[src/design/assert_macros.svh]
// Assertion macros shared by the gradient color table RTL.
// Each macro samples on posedge clk and is disabled while rst_n is low.
`ifndef ASSERT_MACROS_SVH
`define ASSERT_MACROS_SVH

// Property holds at every clock edge.
`define GCT_ASSERT(lbl, prop, msg) \
  lbl: assert property (@(posedge clk) disable iff (!rst_n) (prop)) \
    else $error(msg);

// Consequent holds in the cycle after the antecedent.
`define GCT_ASSERT_NEXT(lbl, ante, cons, msg) \
  lbl: assert property (@(posedge clk) disable iff (!rst_n) (ante) |=> (cons)) \
    else $error(msg);

`endif

[src/design/gct_pkg.sv]
// Shared types and constants of the gradient color table.
// No dependencies; used by the interfaces, the cell, the divider and the top level.
`default_nettype none

package gct_pkg;

  localparam int MAX_STOPS_DEF = 8;
  localparam int TOTAL_W       = 6;
  localparam int POS_W         = 8;
  localparam int CH_W          = 8;
  localparam int CHANNELS      = 3;
  localparam int COLOR_W       = CH_W * CHANNELS;
  localparam int PROD_W        = 2 * CH_W;
  localparam int DIV_STEPS     = PROD_W;
  localparam int DCNT_W        = $clog2(DIV_STEPS + 1);

  typedef enum logic [1:0] {
    OP_ADD   = 2'd0,
    OP_QUERY = 2'd1,
    OP_CLEAR = 2'd2
  } opcode_t;

  // Data handed from one cell to the next one up the chain.
  typedef struct packed {
    logic [POS_W-1:0]   pos;
    logic [COLOR_W-1:0] color;
    logic               gt;   // occupied and position above the key
    logic               le;   // occupied and position at or below the key
  } gct_link_t;

  // Broadcast control from the top level to every cell.
  typedef struct packed {
    logic               add_en;
    logic               query_en;
    logic [POS_W-1:0]   key;
    logic [COLOR_W-1:0] color;
    logic [TOTAL_W-1:0] total;
  } gct_cell_ctl_t;

  // Segment end points presented by the selected cell.
  typedef struct packed {
    logic [POS_W-1:0]   cur_pos;
    logic [COLOR_W-1:0] cur_color;
    logic [POS_W-1:0]   prv_pos;
    logic [COLOR_W-1:0] prv_color;
  } gct_tap_t;

  // Virtual stop below cell 0: black at position 0.
  localparam gct_link_t LINK_HEAD = '{pos: '0, color: '0, gt: 1'b0, le: 1'b1};

endpackage

`default_nettype wire

[src/design/gct_if.sv]
// Request and result channel interfaces of the gradient color table.
// Depends on gct_pkg for field widths.
`default_nettype none

interface gct_in_if;
  logic                      valid;
  logic                      ready;
  logic [1:0]                opcode;
  logic [gct_pkg::POS_W-1:0] stop_position;
  logic [gct_pkg::CH_W-1:0]  stop_red;
  logic [gct_pkg::CH_W-1:0]  stop_green;
  logic [gct_pkg::CH_W-1:0]  stop_blue;
  logic [gct_pkg::POS_W-1:0] query_index;

  modport source (output valid, opcode, stop_position, stop_red, stop_green, stop_blue,
                  query_index, input ready);
  modport sink   (input valid, opcode, stop_position, stop_red, stop_green, stop_blue,
                  query_index, output ready);
endinterface

interface gct_out_if;
  logic                        valid;
  logic                        ready;
  logic [gct_pkg::CH_W-1:0]    color_red;
  logic [gct_pkg::CH_W-1:0]    color_green;
  logic [gct_pkg::CH_W-1:0]    color_blue;
  logic                        accepted;
  logic [gct_pkg::TOTAL_W-1:0] stops_held;

  modport source (output valid, color_red, color_green, color_blue, accepted, stops_held,
                  input ready);
  modport sink   (input valid, color_red, color_green, color_blue, accepted, stops_held,
                  output ready);
endinterface

`default_nettype wire

[src/design/gct_cell.sv]
// One stop slot of the sorted stop chain: holds a position and a color,
// shifts up for sorted insert and flags itself as segment end for a query.
// Depends on gct_pkg.
`default_nettype none

module gct_cell #(
  parameter int IDX = 0
) (
  input  wire logic                  clk,
  input  wire logic                  rst_n,
  input  wire gct_pkg::gct_cell_ctl_t ctl,
  input  wire gct_pkg::gct_link_t    link_in,
  output gct_pkg::gct_link_t         link_out,
  output gct_pkg::gct_tap_t          tap,
  output logic                       sel
);

  localparam logic [gct_pkg::TOTAL_W-1:0] IDX_W  = gct_pkg::TOTAL_W'(IDX);
  localparam logic [gct_pkg::TOTAL_W-1:0] IDX_P1 = gct_pkg::TOTAL_W'(IDX + 1);

  logic [gct_pkg::POS_W-1:0]   pos_r, pos_nxt;
  logic [gct_pkg::COLOR_W-1:0] color_r, color_nxt;
  logic                        sel_r, sel_nxt;
  logic                        occ, gt, is_last, is_free;

  assign occ     = ctl.total > IDX_W;
  assign gt      = occ && (pos_r > ctl.key);
  assign is_last = ctl.total == IDX_P1;
  assign is_free = ctl.total == IDX_W;

  always_comb begin
    pos_nxt   = pos_r;
    color_nxt = color_r;
    sel_nxt   = sel_r;
    if (ctl.add_en) begin
      // lower neighbor moving up takes precedence over the new stop
      if (link_in.gt) begin
        pos_nxt   = link_in.pos;
        color_nxt = link_in.color;
      end else if (gt || is_free) begin
        pos_nxt   = ctl.key;
        color_nxt = ctl.color;
      end
    end
    if (ctl.query_en) begin
      sel_nxt = occ && (is_last || gt) && link_in.le;
    end
  end

  always_ff @(posedge clk) begin
    pos_r   <= pos_nxt;
    color_r <= color_nxt;
  end

  always_ff @(posedge clk) begin
    if (!rst_n) begin
      sel_r <= 1'b0;
    end else begin
      sel_r <= sel_nxt;
    end
  end

  assign link_out = '{pos: pos_r, color: color_r, gt: gt, le: occ && !gt};
  assign tap      = sel_r ? gct_pkg::gct_tap_t'{cur_pos: pos_r, cur_color: color_r,
                                                prv_pos: link_in.pos,
                                                prv_color: link_in.color}
                          : '0;
  assign sel      = sel_r;

endmodule

`default_nettype wire

[src/design/gct_divider.sv]
// Restoring divider, one quotient bit per cycle, three lanes sharing a divisor.
// Depends on gct_pkg.
`default_nettype none

module gct_divider (
  input  wire logic                       clk,
  input  wire logic                       rst_n,
  input  wire logic                       start,
  input  wire logic [gct_pkg::PROD_W-1:0] dividend [gct_pkg::CHANNELS],
  input  wire logic [gct_pkg::CH_W-1:0]   divisor,
  output logic                            done,
  output logic [gct_pkg::PROD_W-1:0]      quotient [gct_pkg::CHANNELS]
);

  logic [gct_pkg::CH_W-1:0]   rem_r [gct_pkg::CHANNELS];
  logic [gct_pkg::CH_W-1:0]   rem_nxt [gct_pkg::CHANNELS];
  logic [gct_pkg::PROD_W-1:0] quo_r [gct_pkg::CHANNELS];
  logic [gct_pkg::PROD_W-1:0] quo_nxt [gct_pkg::CHANNELS];
  logic [gct_pkg::CH_W-1:0]   div_r, div_nxt;
  logic [gct_pkg::DCNT_W-1:0] cnt_r, cnt_nxt;
  logic                       busy_r, busy_nxt;
  logic                       done_r, done_nxt;
  logic [gct_pkg::CH_W:0]     trial [gct_pkg::CHANNELS];

  always_comb begin
    div_nxt  = div_r;
    cnt_nxt  = cnt_r;
    busy_nxt = busy_r;
    done_nxt = 1'b0;
    for (int l = 0; l < gct_pkg::CHANNELS; l++) begin
      trial[l]   = {rem_r[l], quo_r[l][gct_pkg::PROD_W-1]};
      rem_nxt[l] = rem_r[l];
      quo_nxt[l] = quo_r[l];
    end
    if (start) begin
      div_nxt  = divisor;
      cnt_nxt  = gct_pkg::DCNT_W'(gct_pkg::DIV_STEPS);
      busy_nxt = 1'b1;
      for (int l = 0; l < gct_pkg::CHANNELS; l++) begin
        rem_nxt[l] = '0;
        quo_nxt[l] = dividend[l];
      end
    end else if (busy_r) begin
      for (int l = 0; l < gct_pkg::CHANNELS; l++) begin
        if (trial[l] >= {1'b0, div_r}) begin
          rem_nxt[l] = gct_pkg::CH_W'(trial[l] - {1'b0, div_r});
          quo_nxt[l] = {quo_r[l][gct_pkg::PROD_W-2:0], 1'b1};
        end else begin
          rem_nxt[l] = trial[l][gct_pkg::CH_W-1:0];
          quo_nxt[l] = {quo_r[l][gct_pkg::PROD_W-2:0], 1'b0};
        end
      end
      cnt_nxt = cnt_r - 1'b1;
      if (cnt_r == gct_pkg::DCNT_W'(1)) begin
        busy_nxt = 1'b0;
        done_nxt = 1'b1;
      end
    end
  end

  always_ff @(posedge clk) begin
    div_r <= div_nxt;
    rem_r <= rem_nxt;
    quo_r <= quo_nxt;
  end

  always_ff @(posedge clk) begin
    if (!rst_n) begin
      cnt_r  <= '0;
      busy_r <= 1'b0;
      done_r <= 1'b0;
    end else begin
      cnt_r  <= cnt_nxt;
      busy_r <= busy_nxt;
      done_r <= done_nxt;
    end
  end

  assign done     = done_r;
  assign quotient = quo_r;

endmodule

`default_nettype wire

[src/design/gradient_color_table_core.sv]
// Gradient color table: sorted list of color stops with a linear-ramp lookup.
//
// Channels: in_req carries one request per valid/ready handshake with an opcode
// (add stop, query index, clear). out_rsp returns exactly one result per request:
// the color (zero unless query), an accepted flag and the stop count afterwards.
// Stops live in a chain of MAX_STOPS cells; an add shifts all the upper cells up
// together, so the chain stays sorted.
// Flow: add, clear and the unused opcode go from S_IDLE straight to S_DONE. A query
// passes S_IDLE, S_PICK, S_DONE when the list is empty or the index is at or
// past its segment end, otherwise S_IDLE, S_PICK, S_LOAD, S_DIV, S_DONE, while the
// 16-step serial divider forms (cur - prev) * k / span for the three channels at once.
// One request is in work at a time, so the next request is taken only once the last
// result has left S_DONE for the output register; in_req.ready is high while the
// core is idle, including while a finished result waits in the output register.
// Reset (rst_n low, synchronous) empties the stop list and drops any pending
// result; the stop storage itself is not cleared and needs no sweep.
// If out_rsp.ready stays low, the result is held and the core stalls with the
// next result until the output register frees up.
`default_nettype none
`include "assert_macros.svh"

module gradient_color_table_core #(
  parameter int MAX_STOPS = gct_pkg::MAX_STOPS_DEF
) (
  input  wire logic  clk,
  input  wire logic  rst_n,
  gct_in_if.sink     in_req,
  gct_out_if.source  out_rsp
);

  localparam int CH = gct_pkg::CH_W;
  localparam logic [gct_pkg::TOTAL_W-1:0] MAX_W = gct_pkg::TOTAL_W'(MAX_STOPS);

  typedef enum logic [4:0] {
    S_IDLE = 5'b00001,
    S_PICK = 5'b00010,
    S_LOAD = 5'b00100,
    S_DIV  = 5'b01000,
    S_DONE = 5'b10000
  } state_t;

  state_t                          state_r, state_nxt;
  logic [gct_pkg::TOTAL_W-1:0]     total_r, total_nxt;
  logic [gct_pkg::POS_W-1:0]       q_r, q_nxt;
  logic [gct_pkg::COLOR_W-1:0]     res_rgb_r, res_rgb_nxt;
  logic                            res_ok_r, res_ok_nxt;
  logic [gct_pkg::POS_W-1:0]       span_r, span_nxt;
  logic [gct_pkg::POS_W-1:0]       k_r, k_nxt;
  logic [CH-1:0]                   mag_r [gct_pkg::CHANNELS];
  logic [CH-1:0]                   mag_nxt [gct_pkg::CHANNELS];
  logic [CH-1:0]                   from_r [gct_pkg::CHANNELS];
  logic [CH-1:0]                   from_nxt [gct_pkg::CHANNELS];
  logic [gct_pkg::CHANNELS-1:0]    neg_r, neg_nxt;
  logic                            out_valid_r, out_valid_nxt;
  logic [gct_pkg::COLOR_W-1:0]     out_rgb_r, out_rgb_nxt;
  logic                            out_ok_r, out_ok_nxt;
  logic [gct_pkg::TOTAL_W-1:0]     out_held_r, out_held_nxt;

  logic                            acc, div_start, div_done, out_load;
  logic [CH-1:0]                   cur_ch, prv_ch;
  logic [gct_pkg::PROD_W-1:0]      dividend [gct_pkg::CHANNELS];
  logic [gct_pkg::PROD_W-1:0]      quotient [gct_pkg::CHANNELS];
  gct_pkg::gct_cell_ctl_t          ctl;
  gct_pkg::gct_link_t              link_in_w  [MAX_STOPS];
  gct_pkg::gct_link_t              link_out_w [MAX_STOPS];
  gct_pkg::gct_tap_t               tap_w [MAX_STOPS];
  gct_pkg::gct_tap_t               tap_or;
  logic [MAX_STOPS-1:0]            sel_vec;

  assign in_req.ready = (state_r == S_IDLE);
  assign acc          = in_req.valid && in_req.ready;

  assign ctl.add_en   = acc && (in_req.opcode == gct_pkg::OP_ADD) && (total_r < MAX_W);
  assign ctl.query_en = acc && (in_req.opcode == gct_pkg::OP_QUERY);
  assign ctl.key      = (in_req.opcode == gct_pkg::OP_ADD) ? in_req.stop_position
                                                           : in_req.query_index;
  assign ctl.color    = {in_req.stop_red, in_req.stop_green, in_req.stop_blue};
  assign ctl.total    = total_r;

  for (genvar i = 0; i < MAX_STOPS; i++) begin : g_cell
    if (i == 0) begin : g_head
      assign link_in_w[i] = gct_pkg::LINK_HEAD;
    end else begin : g_body
      assign link_in_w[i] = link_out_w[i-1];
    end
    gct_cell #(.IDX(i)) u_cell (
      .clk      (clk),
      .rst_n    (rst_n),
      .ctl      (ctl),
      .link_in  (link_in_w[i]),
      .link_out (link_out_w[i]),
      .tap      (tap_w[i]),
      .sel      (sel_vec[i])
    );
  end

  // at most one cell is selected, so an OR collects its segment
  always_comb begin
    tap_or = '0;
    for (int i = 0; i < MAX_STOPS; i++) begin
      tap_or = tap_or | tap_w[i];
    end
  end

  for (genvar l = 0; l < gct_pkg::CHANNELS; l++) begin : g_prod
    assign dividend[l] = {{CH{1'b0}}, mag_r[l]} * {{CH{1'b0}}, k_r};
  end

  assign div_start = (state_r == S_LOAD);

  gct_divider u_div (
    .clk      (clk),
    .rst_n    (rst_n),
    .start    (div_start),
    .dividend (dividend),
    .divisor  (span_r),
    .done     (div_done),
    .quotient (quotient)
  );

  assign out_load = (state_r == S_DONE) && (!out_valid_r || out_rsp.ready);

  always_comb begin
    state_nxt   = state_r;
    total_nxt   = total_r;
    q_nxt       = q_r;
    res_rgb_nxt = res_rgb_r;
    res_ok_nxt  = res_ok_r;
    span_nxt    = span_r;
    k_nxt       = k_r;
    mag_nxt     = mag_r;
    from_nxt    = from_r;
    neg_nxt     = neg_r;
    cur_ch      = '0;
    prv_ch      = '0;
    unique case (state_r)
      S_IDLE: begin
        if (acc) begin
          res_rgb_nxt = '0;
          state_nxt   = S_DONE;
          unique case (in_req.opcode)
            gct_pkg::OP_ADD: begin
              res_ok_nxt = ctl.add_en;
              if (ctl.add_en) begin
                total_nxt = total_r + 1'b1;
              end
            end
            gct_pkg::OP_QUERY: begin
              q_nxt     = in_req.query_index;
              state_nxt = S_PICK;
            end
            gct_pkg::OP_CLEAR: begin
              total_nxt  = '0;
              res_ok_nxt = 1'b1;
            end
            default: begin
              res_ok_nxt = 1'b0;
            end
          endcase
        end
      end
      S_PICK: begin
        res_ok_nxt = 1'b1;
        if (total_r == '0) begin
          res_rgb_nxt = '0;
          state_nxt   = S_DONE;
        end else if (q_r >= tap_or.cur_pos) begin
          res_rgb_nxt = tap_or.cur_color;
          state_nxt   = S_DONE;
        end else begin
          span_nxt = tap_or.cur_pos - tap_or.prv_pos;
          k_nxt    = q_r - tap_or.prv_pos;
          for (int l = 0; l < gct_pkg::CHANNELS; l++) begin
            cur_ch      = tap_or.cur_color[gct_pkg::COLOR_W-1-CH*l -: CH];
            prv_ch      = tap_or.prv_color[gct_pkg::COLOR_W-1-CH*l -: CH];
            from_nxt[l] = prv_ch;
            neg_nxt[l]  = cur_ch < prv_ch;
            mag_nxt[l]  = (cur_ch < prv_ch) ? (prv_ch - cur_ch) : (cur_ch - prv_ch);
          end
          state_nxt = S_LOAD;
        end
      end
      S_LOAD: begin
        state_nxt = S_DIV;
      end
      S_DIV: begin
        if (div_done) begin
          // quotient magnitude is below 256; sign applied after truncation
          for (int l = 0; l < gct_pkg::CHANNELS; l++) begin
            res_rgb_nxt[gct_pkg::COLOR_W-1-CH*l -: CH] =
              neg_r[l] ? (from_r[l] - quotient[l][CH-1:0])
                       : (from_r[l] + quotient[l][CH-1:0]);
          end
          state_nxt = S_DONE;
        end
      end
      S_DONE: begin
        if (out_load) begin
          state_nxt = S_IDLE;
        end
      end
      default: begin
        state_nxt = S_IDLE;
      end
    endcase
  end

  always_comb begin
    out_valid_nxt = out_valid_r && !out_rsp.ready;
    out_rgb_nxt   = out_rgb_r;
    out_ok_nxt    = out_ok_r;
    out_held_nxt  = out_held_r;
    if (out_load) begin
      out_valid_nxt = 1'b1;
      out_rgb_nxt   = res_rgb_r;
      out_ok_nxt    = res_ok_r;
      out_held_nxt  = total_r;
    end
  end

  always_ff @(posedge clk) begin
    if (!rst_n) begin
      state_r     <= S_IDLE;
      total_r     <= '0;
      out_valid_r <= 1'b0;
    end else begin
      state_r     <= state_nxt;
      total_r     <= total_nxt;
      out_valid_r <= out_valid_nxt;
    end
  end

  always_ff @(posedge clk) begin
    q_r        <= q_nxt;
    res_rgb_r  <= res_rgb_nxt;
    res_ok_r   <= res_ok_nxt;
    span_r     <= span_nxt;
    k_r        <= k_nxt;
    mag_r      <= mag_nxt;
    from_r     <= from_nxt;
    neg_r      <= neg_nxt;
    out_rgb_r  <= out_rgb_nxt;
    out_ok_r   <= out_ok_nxt;
    out_held_r <= out_held_nxt;
  end

  assign out_rsp.valid       = out_valid_r;
  assign out_rsp.color_red   = out_rgb_r[gct_pkg::COLOR_W-1 -: CH];
  assign out_rsp.color_green = out_rgb_r[gct_pkg::COLOR_W-1-CH -: CH];
  assign out_rsp.color_blue  = out_rgb_r[CH-1:0];
  assign out_rsp.accepted    = out_ok_r;
  assign out_rsp.stops_held  = out_held_r;

  `GCT_ASSERT(a_total_cap, total_r <= MAX_W, "stop count above capacity")
  `GCT_ASSERT(a_one_segment, (state_r == S_PICK && total_r != '0) |-> $onehot(sel_vec),
              "query selected no segment or several")
  `GCT_ASSERT(a_div_done_state, div_done |-> (state_r == S_DIV), "divider finished outside divide state")
  `GCT_ASSERT_NEXT(a_result_loaded, out_load, out_valid_r && state_r == S_IDLE,
                   "result not presented after load")

endmodule

`default_nettype wire
[src/flat_wrapper.sv]
// flat-port wrapper written by rule: the top's interface ports become plain ports
module gradient_color_table_core_flat 
#(
  parameter int MAX_STOPS = gct_pkg::MAX_STOPS_DEF
)
  (clk, rst_n, in_req_valid, in_req_opcode, in_req_stop_position, in_req_stop_red, in_req_stop_green, in_req_stop_blue, in_req_query_index, in_req_ready, out_rsp_valid, out_rsp_color_red, out_rsp_color_green, out_rsp_color_blue, out_rsp_accepted, out_rsp_stops_held, out_rsp_ready);
  gct_in_if in_req_i ();
  gct_out_if out_rsp_i ();
  input  wire logic clk;
  input  wire logic rst_n;
  input wire logic [$bits(in_req_i.valid)-1:0] in_req_valid;
  input wire logic [$bits(in_req_i.opcode)-1:0] in_req_opcode;
  input wire logic [$bits(in_req_i.stop_position)-1:0] in_req_stop_position;
  input wire logic [$bits(in_req_i.stop_red)-1:0] in_req_stop_red;
  input wire logic [$bits(in_req_i.stop_green)-1:0] in_req_stop_green;
  input wire logic [$bits(in_req_i.stop_blue)-1:0] in_req_stop_blue;
  input wire logic [$bits(in_req_i.query_index)-1:0] in_req_query_index;
  output wire logic [$bits(in_req_i.ready)-1:0] in_req_ready;
  output wire logic [$bits(out_rsp_i.valid)-1:0] out_rsp_valid;
  output wire logic [$bits(out_rsp_i.color_red)-1:0] out_rsp_color_red;
  output wire logic [$bits(out_rsp_i.color_green)-1:0] out_rsp_color_green;
  output wire logic [$bits(out_rsp_i.color_blue)-1:0] out_rsp_color_blue;
  output wire logic [$bits(out_rsp_i.accepted)-1:0] out_rsp_accepted;
  output wire logic [$bits(out_rsp_i.stops_held)-1:0] out_rsp_stops_held;
  input wire logic [$bits(out_rsp_i.ready)-1:0] out_rsp_ready;
  assign in_req_i.valid = in_req_valid;
  assign in_req_i.opcode = in_req_opcode;
  assign in_req_i.stop_position = in_req_stop_position;
  assign in_req_i.stop_red = in_req_stop_red;
  assign in_req_i.stop_green = in_req_stop_green;
  assign in_req_i.stop_blue = in_req_stop_blue;
  assign in_req_i.query_index = in_req_query_index;
  assign in_req_ready = in_req_i.ready;
  assign out_rsp_valid = out_rsp_i.valid;
  assign out_rsp_color_red = out_rsp_i.color_red;
  assign out_rsp_color_green = out_rsp_i.color_green;
  assign out_rsp_color_blue = out_rsp_i.color_blue;
  assign out_rsp_accepted = out_rsp_i.accepted;
  assign out_rsp_stops_held = out_rsp_i.stops_held;
  assign out_rsp_i.ready = out_rsp_ready;
  gradient_color_table_core #(.MAX_STOPS(MAX_STOPS)) u_core (.clk(clk), .rst_n(rst_n), .in_req(in_req_i), .out_rsp(out_rsp_i));
endmodule
[config.mk]
export PLATFORM = sky130hd
export DESIGN_NAME = gradient_color_table_core_flat
export DESIGN_NICKNAME = d
export VERILOG_FILES = /design/src/design/gct_pkg.sv /design/src/design/gct_if.sv /design/src/design/gct_cell.sv /design/src/design/gct_divider.sv /design/src/design/gradient_color_table_core.sv /design/src/flat_wrapper.sv
export VERILOG_INCLUDE_DIRS = /design/src /design/src/design
export SDC_FILE = /design/constraint.sdc
export NUM_CORES = 1
export LEC_CHECK = 0
export ABC_AREA = 1
export BUFFER_PORTS_ARGS = -buffer_cell sky130_fd_sc_hd__buf_2
export CAP_MARGIN = 30
export CORE_MARGIN = 5
export CORE_UTILIZATION = 40
export DETAILED_ROUTE_END_ITERATION = 16
export PLACE_DENSITY = 0.58
export SLEW_MARGIN = 5
export SYNTH_ARGS = -nofsm -noshare
export SYNTH_HDL_FRONTEND = slang
export SYNTH_SLANG_ARGS = --single-unit
export TNS_END_PERCENT = 5
[constraint.sdc]
create_clock -name clk -period 11.45 [get_ports clk]
set_input_delay 0.5725 -clock clk [delete_from_list [all_inputs] [get_ports clk]]
set_output_delay 0.5725 -clock clk [all_outputs]
set_load 0.1 [all_outputs]
==> results of run 1 <==
## path summary, 6_finish.rpt
kind / from / end / slack (ps) / cells after the start
min: in_req_query_index[0] / u_core.q_r[0] / 170 / 1
max reg2reg: u_core.k_r[7] / u_core.u_div.quotient[44] / 6350 / 16
min reg2reg: u_core.span_r[3] / u_core.u_div.div_r[3] / 420 / 0
max: u_core.k_r[7] / u_core.u_div.quotient[44] / 6350 / 16
## metrics by stage
stage	std cells	hold slack, ps	area, um2	worst slack [ps]
3_3_place_gp	5351	401.2	37130	6219
2_1_floorplan	4226	400.3	35670	5641
5_1_grt	5473	139.2	39150	6012
3_5_place_dp	5358	404.5	37190	6124
6_report	5475	173.5	39150	6354
4_1_cts	5463	125.0	39040	6356
## placed cells by master (no fill, tap or decap), drive strengths merged, types with 6 or more instances in the layout
cell type and instances:
a221oi 18, bufinv 6, edfxtp 443, nor2 140, nor4 41, o211ai 20
dfxtp 51, a31oi 12, buf 140, a21oi 195, nand4 43, clkbuf 72
xnor2 24, inv 768, o2111ai 19, ha 291, nor3 31, nand3b 8
or2 22, xor2 81, nand3 94, o21bai 9, o221ai 8, o21a 6
nand2 1174, fa 122, clkinv 26, o21ai 346, o22ai 65
## cells by family after synthesis
kind of cell	Yosys count	synth area share (%)
adders and majority gates	413	17.06
buffers and inverters	934	10.38
DFF	494	40.16
and+or+nand+nor	1557	18.20
AOI/OAI and AO/OA	723	11.63
xor gates and xnor gates	105	2.578
## layout make-up
type	count	area, um2
fill	8671	49360
multi-input combinational	2798	17700
clock inverter	35	339.1
timing repair buffer	142	913.4
clock buffer	70	1516
antenna	3	7.507
inverter	768	2890
tap	1165	1458
sequential	494	14330
## metal layers
metal,global-route usage (%),vias up,share of wire [%]
li1,-,13920,-
met1,29.70,13350,44
met2,33.88,987,45
met3,3.950,158,8.3
met4,5.339,2,2.7
met5,0,-,0.013
## Yosys cell counts (12+ instances only)
cell | number | area [um2]
inv_2 | 19 | 71.32
nand2_1 | 1162 | 4362
o211ai_1 | 20 | 150.1
or2_2 | 20 | 125.1
edfxtp_1 | 443 | 13300
o21ai_2 | 26 | 227.7
a221oi_1 | 18 | 157.7
nand4_1 | 42 | 262.8
nor3_1 | 26 | 130.1
clkbuf_1 | 64 | 240.2
o22ai_1 | 65 | 406.6
xor2_1 | 81 | 709.4
ha_1 | 291 | 3641
o21ai_1 | 46 | 230.2
a21oi_1 | 195 | 975.9
clkbuf_2 | 18 | 90.09
nor2_1 | 131 | 491.7
xnor2_1 | 24 | 210.2
o21ai_0 | 274 | 1371
buf_2 | 53 | 265.3
dfxtp_1 | 51 | 1021
nor4_1 | 40 | 250.2
inv_1 | 744 | 2793
o2111ai_1 | 19 | 166.4
fa_1 | 122 | 2442
a31oi_1 | 12 | 75.07
buf_1 | 15 | 56.30
nand3_1 | 90 | 450.4
## power groups by stage
stage / Sequential [mW] / Combinational [mW] / Clock [mW]
floorplan: 2.11 / 0.516 / 0
CTS: 2.06 / 0.745 / 1.88
global route: 2.07 / 0.851 / 1.96
global placement: 2.10 / 0.726 / 0
finish: 2.06 / 0.748 / 1.85
detailed placement: 2.10 / 0.741 / 0
## worst max-delay path, stage by stage, from the launching register on
cell,delay (ps)
edfxtp_1,950
nand2_1,170
fa_1,540
fa_1,560
inv_1,60
fa_1,530
inv_1,60
fa_1,530
inv_1,40
ha_1,330
a21oi_1,190
a21boi_0,320
o21ai_0,200
nand3_1,140
nand3_1,70
nand3_1,80
nand2_1,60
## state kept, by name (all words and copies together), names as in the netlist, 3 cells and up
signal	cells
u_core.state_r	5
u_core.mag_r	24
u_core.out_rsp.stops_held	6
u_core.from_r	24
u_core.g_cell.u_cell.sel	8
u_core.span_r	8
u_core.neg_r	3
u_core.q_r	8
u_core.u_div.rem_r	24
u_core.g_cell.u_cell.pos_r	64
u_core.u_div.div_r	8
u_core.res_rgb_r	24
u_core.k_r	8
u_core.total_r	6
u_core.u_div.cnt_r	5
u_core.u_div.quotient	48
u_core.out_rgb_r	24
u_core.g_cell.u_cell.color_r	192
==> flow_metrics.tcl, run 1 <==
set metrics [dict create \
    vias 28420 \
    postSynthRegisterBits 494 \
    clockRootBuffer "clkbuf_16" \
    rows 109 \
    cts_hold_buffers 0 \
    syn-cell-area_um2 35670 \
    crit_arrival_ps 5450 \
    viasPerCell 5.190 \
    ir_worst_vdd_v 0.0001394 \
    grt_antenna_before_repair 8 \
    grt_max_degree 69 \
    cts_tree "yes" \
    drc 0 \
    outcome "completed" \
    finalPower_mw 4.662 \
    dieArea_um2 95240 \
    clock_path_buffers 3 \
    powerDensity_nw_per_um2 119.1 \
    clk_pin_slew_worst_paths_ps 70 \
    slew_violations 0 \
    power_frac_clock_pct 39.7 \
    worstSetupPathType "reg2reg" \
    syn_nets 4685 \
    power_frac_seq_pct 44.3 \
    grt_pass1_vias 27040 \
    rsz0062_at_grt "false" \
    cap_violations 0 \
    maxSlewHeadroom_pct 33.26 \
    io_buffers 78 \
    ant_nets 0 \
    fin_tns_setup_ps 0 \
    die_h_um 308.6 \
    area_delta_synth_final_pct 9.770 \
    cp.required_ps 11810 \
    setup-violations-final 0 \
    hp-class "in2reg" \
    yosysSeqAreaShare_pct 40.16 \
    grt_overflow_total 0 \
    swShare_pct 27.86 \
    netlist_instances 4226 \
    grt_pass1_wl_um 157600 \
    htree_levels 2 \
    drive_above_1_share_pct 7.894 \
    p_leak_nw 18.80 \
    worstMarginPinSlew_ps 1000 \
    period_share_pct 44.51 \
    finalCriticalPeriod_ps 5096 \
    wl_um 101600 \
    core_area_um2 88510 \
    end_kind "register" \
    place_congestion 0.9114 \
    synth_edf_count 443 \
    insertion_delay_ps 630 \
    p_int_mw 3.364 \
    async_flop_share_pct 0 \
    fmax_ghz 0.1962 \
    initial_core_util_pct 40.30 \
    io_pins 79 \
    worst-path-max-fanout 24 \
    final_util_pct 44.23 \
    numCtsBuffers 56 \
    hold_viol 0 \
    dieWidth_um 308.6 \
    skew_ps 32.00 \
    dr.pass1.iters 6 \
    comb_power_share_pct 16.0 \
    routedWlPerCell_um 18.56 \
    cts_sinks 494 \
    synth.avg_cell_area_um2 8.440 \
    cts_resized 0 \
    worstSetupStartpointType "register" \
    first_iter_violations 2455 \
    ys_types 62 \
    yosysWarnings 0 \
    hpwl_um 71070 \
    nNetsFinal 4719 \
    synth_ff_type "edfxtp_1" \
    grt_usage_pct 21.09 \
    p_switching_mw 1.299 \
    post_cts_buffers 0 \
]
Note: power is estimated with default switching activity, not from simulation.
==> run 2, diff against run 1 <==
- ABC_AREA: 1 -> 0
- PLACE_DENSITY: 0.58 -> 0.6
- clock period: 11.45 -> 4.1 ns (I/O delays scaled with it)
==> run 2 against run 1 <==
  * The flow now finishes with violations (setup timing)
  * Synthesized cell count fell by 28%
  * Non-clock buffer count up 175
  * Worst hold slack worse by 110 ps
  * Critical path depth unchanged
  * Sequential power grew to 2.7 times the previous value
  * Die area fell by 4.5%
  * Design area rose by 1.8%
  * Routed wire length shrank 8.5%
  * Largest power group unchanged
  * First-iteration DRC count decreased by 14%
  * Sequential cell count is the same
  * Synthesized area is 4.6% lower
==> flow_metrics.tcl, run 2 <==
set metrics [dict create \
    outcome "finished, violations left" \
    violations "setup timing" \
    grtUsageMet2_pct 33.55 \
    area_delta_synth_final_pct 17.16 \
    ir_worst_vdd_v 0.0003380 \
    cpMaxStageDelayCell "fa_1" \
    synth_edf_count 443 \
    stdcell_area_um2 39860 \
    yosysWarnings 0 \
    core_area_um2 84750 \
    clock_path_buffers 3 \
    path_buf_inv 5 \
    power_frac_clock_pct 44.1 \
    comb_power_share_pct 7.9 \
    crit_arrival_ps 4870 \
    power_frac_seq_pct 48.0 \
    synth_common_cells "edfxtp_1 (443), inv_1 (307), ha_1 (291)" \
    grt_pass1_vias 24560 \
    crit_path_frequent_cell "fa_1" \
    initial_core_util_pct 40.14 \
    grt_antenna_before_repair 10 \
    fin_tns_setup_ps -5837 \
    placed_area_um2 37160 \
    met1_usage_pct 27.11 \
    crit_start "u_core.k_r[3]" \
    final_common_cell "edfxtp_1" \
    htree_levels 2 \
    finalPower_mw 11.69 \
    final_cell_mix "edfxtp_1 (443), inv_1 (296), ha_1 (280), mux2_2 (213), a22oi_1 (192)" \
    yosysTopAreaCellShare_pct 39.10 \
    synth_mux_area_share_pct 8.216 \
    cap_violations 0 \
    p_int_mw 8.944 \
    powerDensity_nw_per_um2 293.4 \
    yosysSeqAreaShare_pct 42.10 \
    grt_overflow_total 0 \
    vias 24790 \
    swShare_pct 23.51 \
    place_congestion 0.8983 \
    grt_usage_pct 19.97 \
    ant_nets 0 \
    dr.pass1.iters 9 \
    async_flop_share_pct 0 \
    routedWlPerCell_um 20.74 \
    numCtsBuffers 54 \
    clk_pin_slew_worst_paths_ps 60 \
    worstMarginPinSlew_ps 981.4 \
    viasPerCell 5.526 \
    io_buffers 78 \
    cts_sinks 494 \
    maxSlewHeadroom_pct 34.49 \
    synth_top_family_by_area "adder cells" \
    syn-cell-area_um2 34020 \
    grtUsageMet3_pct 3.470 \
    nNetsFinal 3752 \
    skew_ps 23.03 \
    cts_tree "yes" \
    insertion_delay_ps 630 \
    grt_max_degree 69 \
    finalCriticalPeriod_ps 4522 \
    synth_compound_area_share_pct 14.07 \
    worstSetupPathType "reg2reg" \
    reg2reg_from "u_core.k_r[3]" \
    post_layout_nonfiller_instances 4485 \
    io_pins 79 \
    syn_nets 3514 \
    yosysTopAreaCell "edfxtp_1" \
    dp.cells 4327 \
    wl_um 93030 \
    end_kind "register" \
    synth_most_common_cell "edfxtp_1" \
    postSynthRegisterBits 494 \
    ys_types 77 \
    setup-violations-final 21 \
    grt_most_used_layer "met2" \
    synth_ff_type "edfxtp_1" \
    path_delay_family "adder cells" \
    hp-start "in_req_valid" \
    p_switching_mw 2.749 \
    worst-path-max-fanout 6 \
    fmax_ghz 0.2211 \
    netlist_instances 3055 \
    synth_xor_area_share_pct 2.755 \
    worstSetupStartpointType "register" \
    holdPathStages 4 \
    ys_top_cells_by_area "edfxtp_1 (39%), ha_1 (11%), fa_1 (7.2%), mux2_2 (7.1%), a22oi_1 (4.2%)" \
    slew_violations 0 \
    finalWorstSetupSlack_ps -422.1 \
    hold_viol 0 \
    worstRegToRegCells 16 \
    grt_pass1_wl_um 143100 \
    reg2reg_slack_ps -420 \
    cp.required_ps 4450 \
    rsz0062_at_grt "true" \
    crit_path_max_incr_delay_ps 520 \
    rows 107 \
    fillCellCount 7758 \
    min_to "u_core.total_r[2]" \
    largest_reg_flops 192 \
    hpwl_um 66650 \
    synth.avg_cell_area_um2 11.14 \
    period_share_pct 110.3 \
    dieArea_um2 90980 \
    drive_above_1_share_pct 20.92 \
    dp_slack_ps -520.5 \
    synth-simple-area-share_pct 9.967 \
    p_leak_nw 15.97 \
    regMostFlops "u_core.g_cell.u_cell.color_r" \
    clockRootBuffer "clkbuf_16" \
    hp-class "in2reg" \
    die_h_um 301.6 \
    dieWidth_um 301.6 \
    r2r_end "u_core.u_div.quotient[46]" \
    drc 0 \
    synthAdderAreaFrac_pct 17.91 \
    first_iter_violations 2120 \
    crit_chain "buf_6, buf_12, nand2_2, fa_1, fa_1, inv_2, fa_1, inv_1, fa_1, inv_2, ha_4, a2111o_1, a2111o_1, a31oi_2, xor2_1, o21ai_1" \
]
[run 2: cell count changes in the layout (fill, tap and decap cells not counted), sizes merged, moves of 44 or more]
cell	before	now
a21oi	195	142
and2	0	162
nand2	1174	142
inv	768	312
xnor2	24	68
o22ai	65	12
nand3	94	48
mux2	0	215
o21ai	346	134
buf	140	279
a22oi	3	192
[run 2: layout make-up]
| class | count | area (um2) | share of cell area, % |
|---|---|---|---|
| antenna | 4 | 10.01 | 0.02511 |
| clock buffer | 64 | 1409 | 3.535 |
| clock inverter | 36 | 449.2 | 1.127 |
| inverter | 307 | 1152 | 2.891 |
| multi-input combinational | 2119 | 18500 | 46.40 |
| sequential | 494 | 14330 | 35.96 |
| tap | 1144 | 1431 | 3.591 |
| timing repair buffer | 317 | 2579 | 6.470 |
[run 2: power groups by stage]
stage | sequential, mW | clock (mW) | combinational, mW
after floorplan | 5.71 | 0 | 0.621
after global placement | 5.72 | 0 | 0.875
after detailed placement | 5.72 | 0 | 0.892
after CTS | 5.61 | 5.26 | 0.926
after global routing | 5.62 | 5.47 | 1.02
final | 5.61 | 5.15 | 0.928
[run 2: tightest hold or removal path: stages]
cell and delay (ps):
buf_2 90, nand2_1 120, a21oi_1 160, nor3b_1 60
[run 2: cells by family (layout without fill, tap and decap cells)]
group / Yosys count / after routing
AO/OA/AOI/OAI: 702 / 702
XOR/XNOR: 107 / 107
adder cells (fa/ha/maj): 414 / 414
buffers and inverters: 442 / 724
flip-flops: 494 / 494
multiplexers: 252 / 252
other: 0 / 4
AND/OR/NAND/NOR: 644 / 644
[run 2: worst max-delay path by stage]
stage | to | slack (ps) | cells after the start
after floorplan | u_core.u_div.quotient[46] | -330 | 15
after CTS | u_core.u_div.quotient[30] | -450 | 16
after global routing | u_core.u_div.quotient[47] | -590 | 17
after global placement | u_core.u_div.quotient[15] | -470 | 16
final | u_core.u_div.quotient[46] | -420 | 16
after detailed placement | u_core.u_div.quotient[15] | -520 | 16
[run 2: repair_timing]
item                                   CTS  global route
hold buffers                            38             0
resized for setup                       55            21
endpoints found under the hold margin  192             0
setup endpoints to repair               24            28
setup buffers                           11             2
cloned                                   3             0
pin swaps                               56            30
[run 2: stage by stage]
stage | hold WS, ps | utilization (%)
6_report | 68.05 | 47.03
5_1_grt | 50.83 | 47.03
4_1_cts | 24.57 | 46.89
3_5_place_dp | 404.5 | 43.85
3_3_place_gp | 400.9 | 43.82
2_1_floorplan | 303.9 | -
[run 2: metal layers]
| layer | vias up | wire length (um) |
|---|---|---|
| met2 | 751 | 44040 |
| li1 | 11700 | - |
| met4 | 6 | 2083 |
| met5 | - | 41 |
| met1 | 12180 | 41000 |
| met3 | 149 | 5866 |
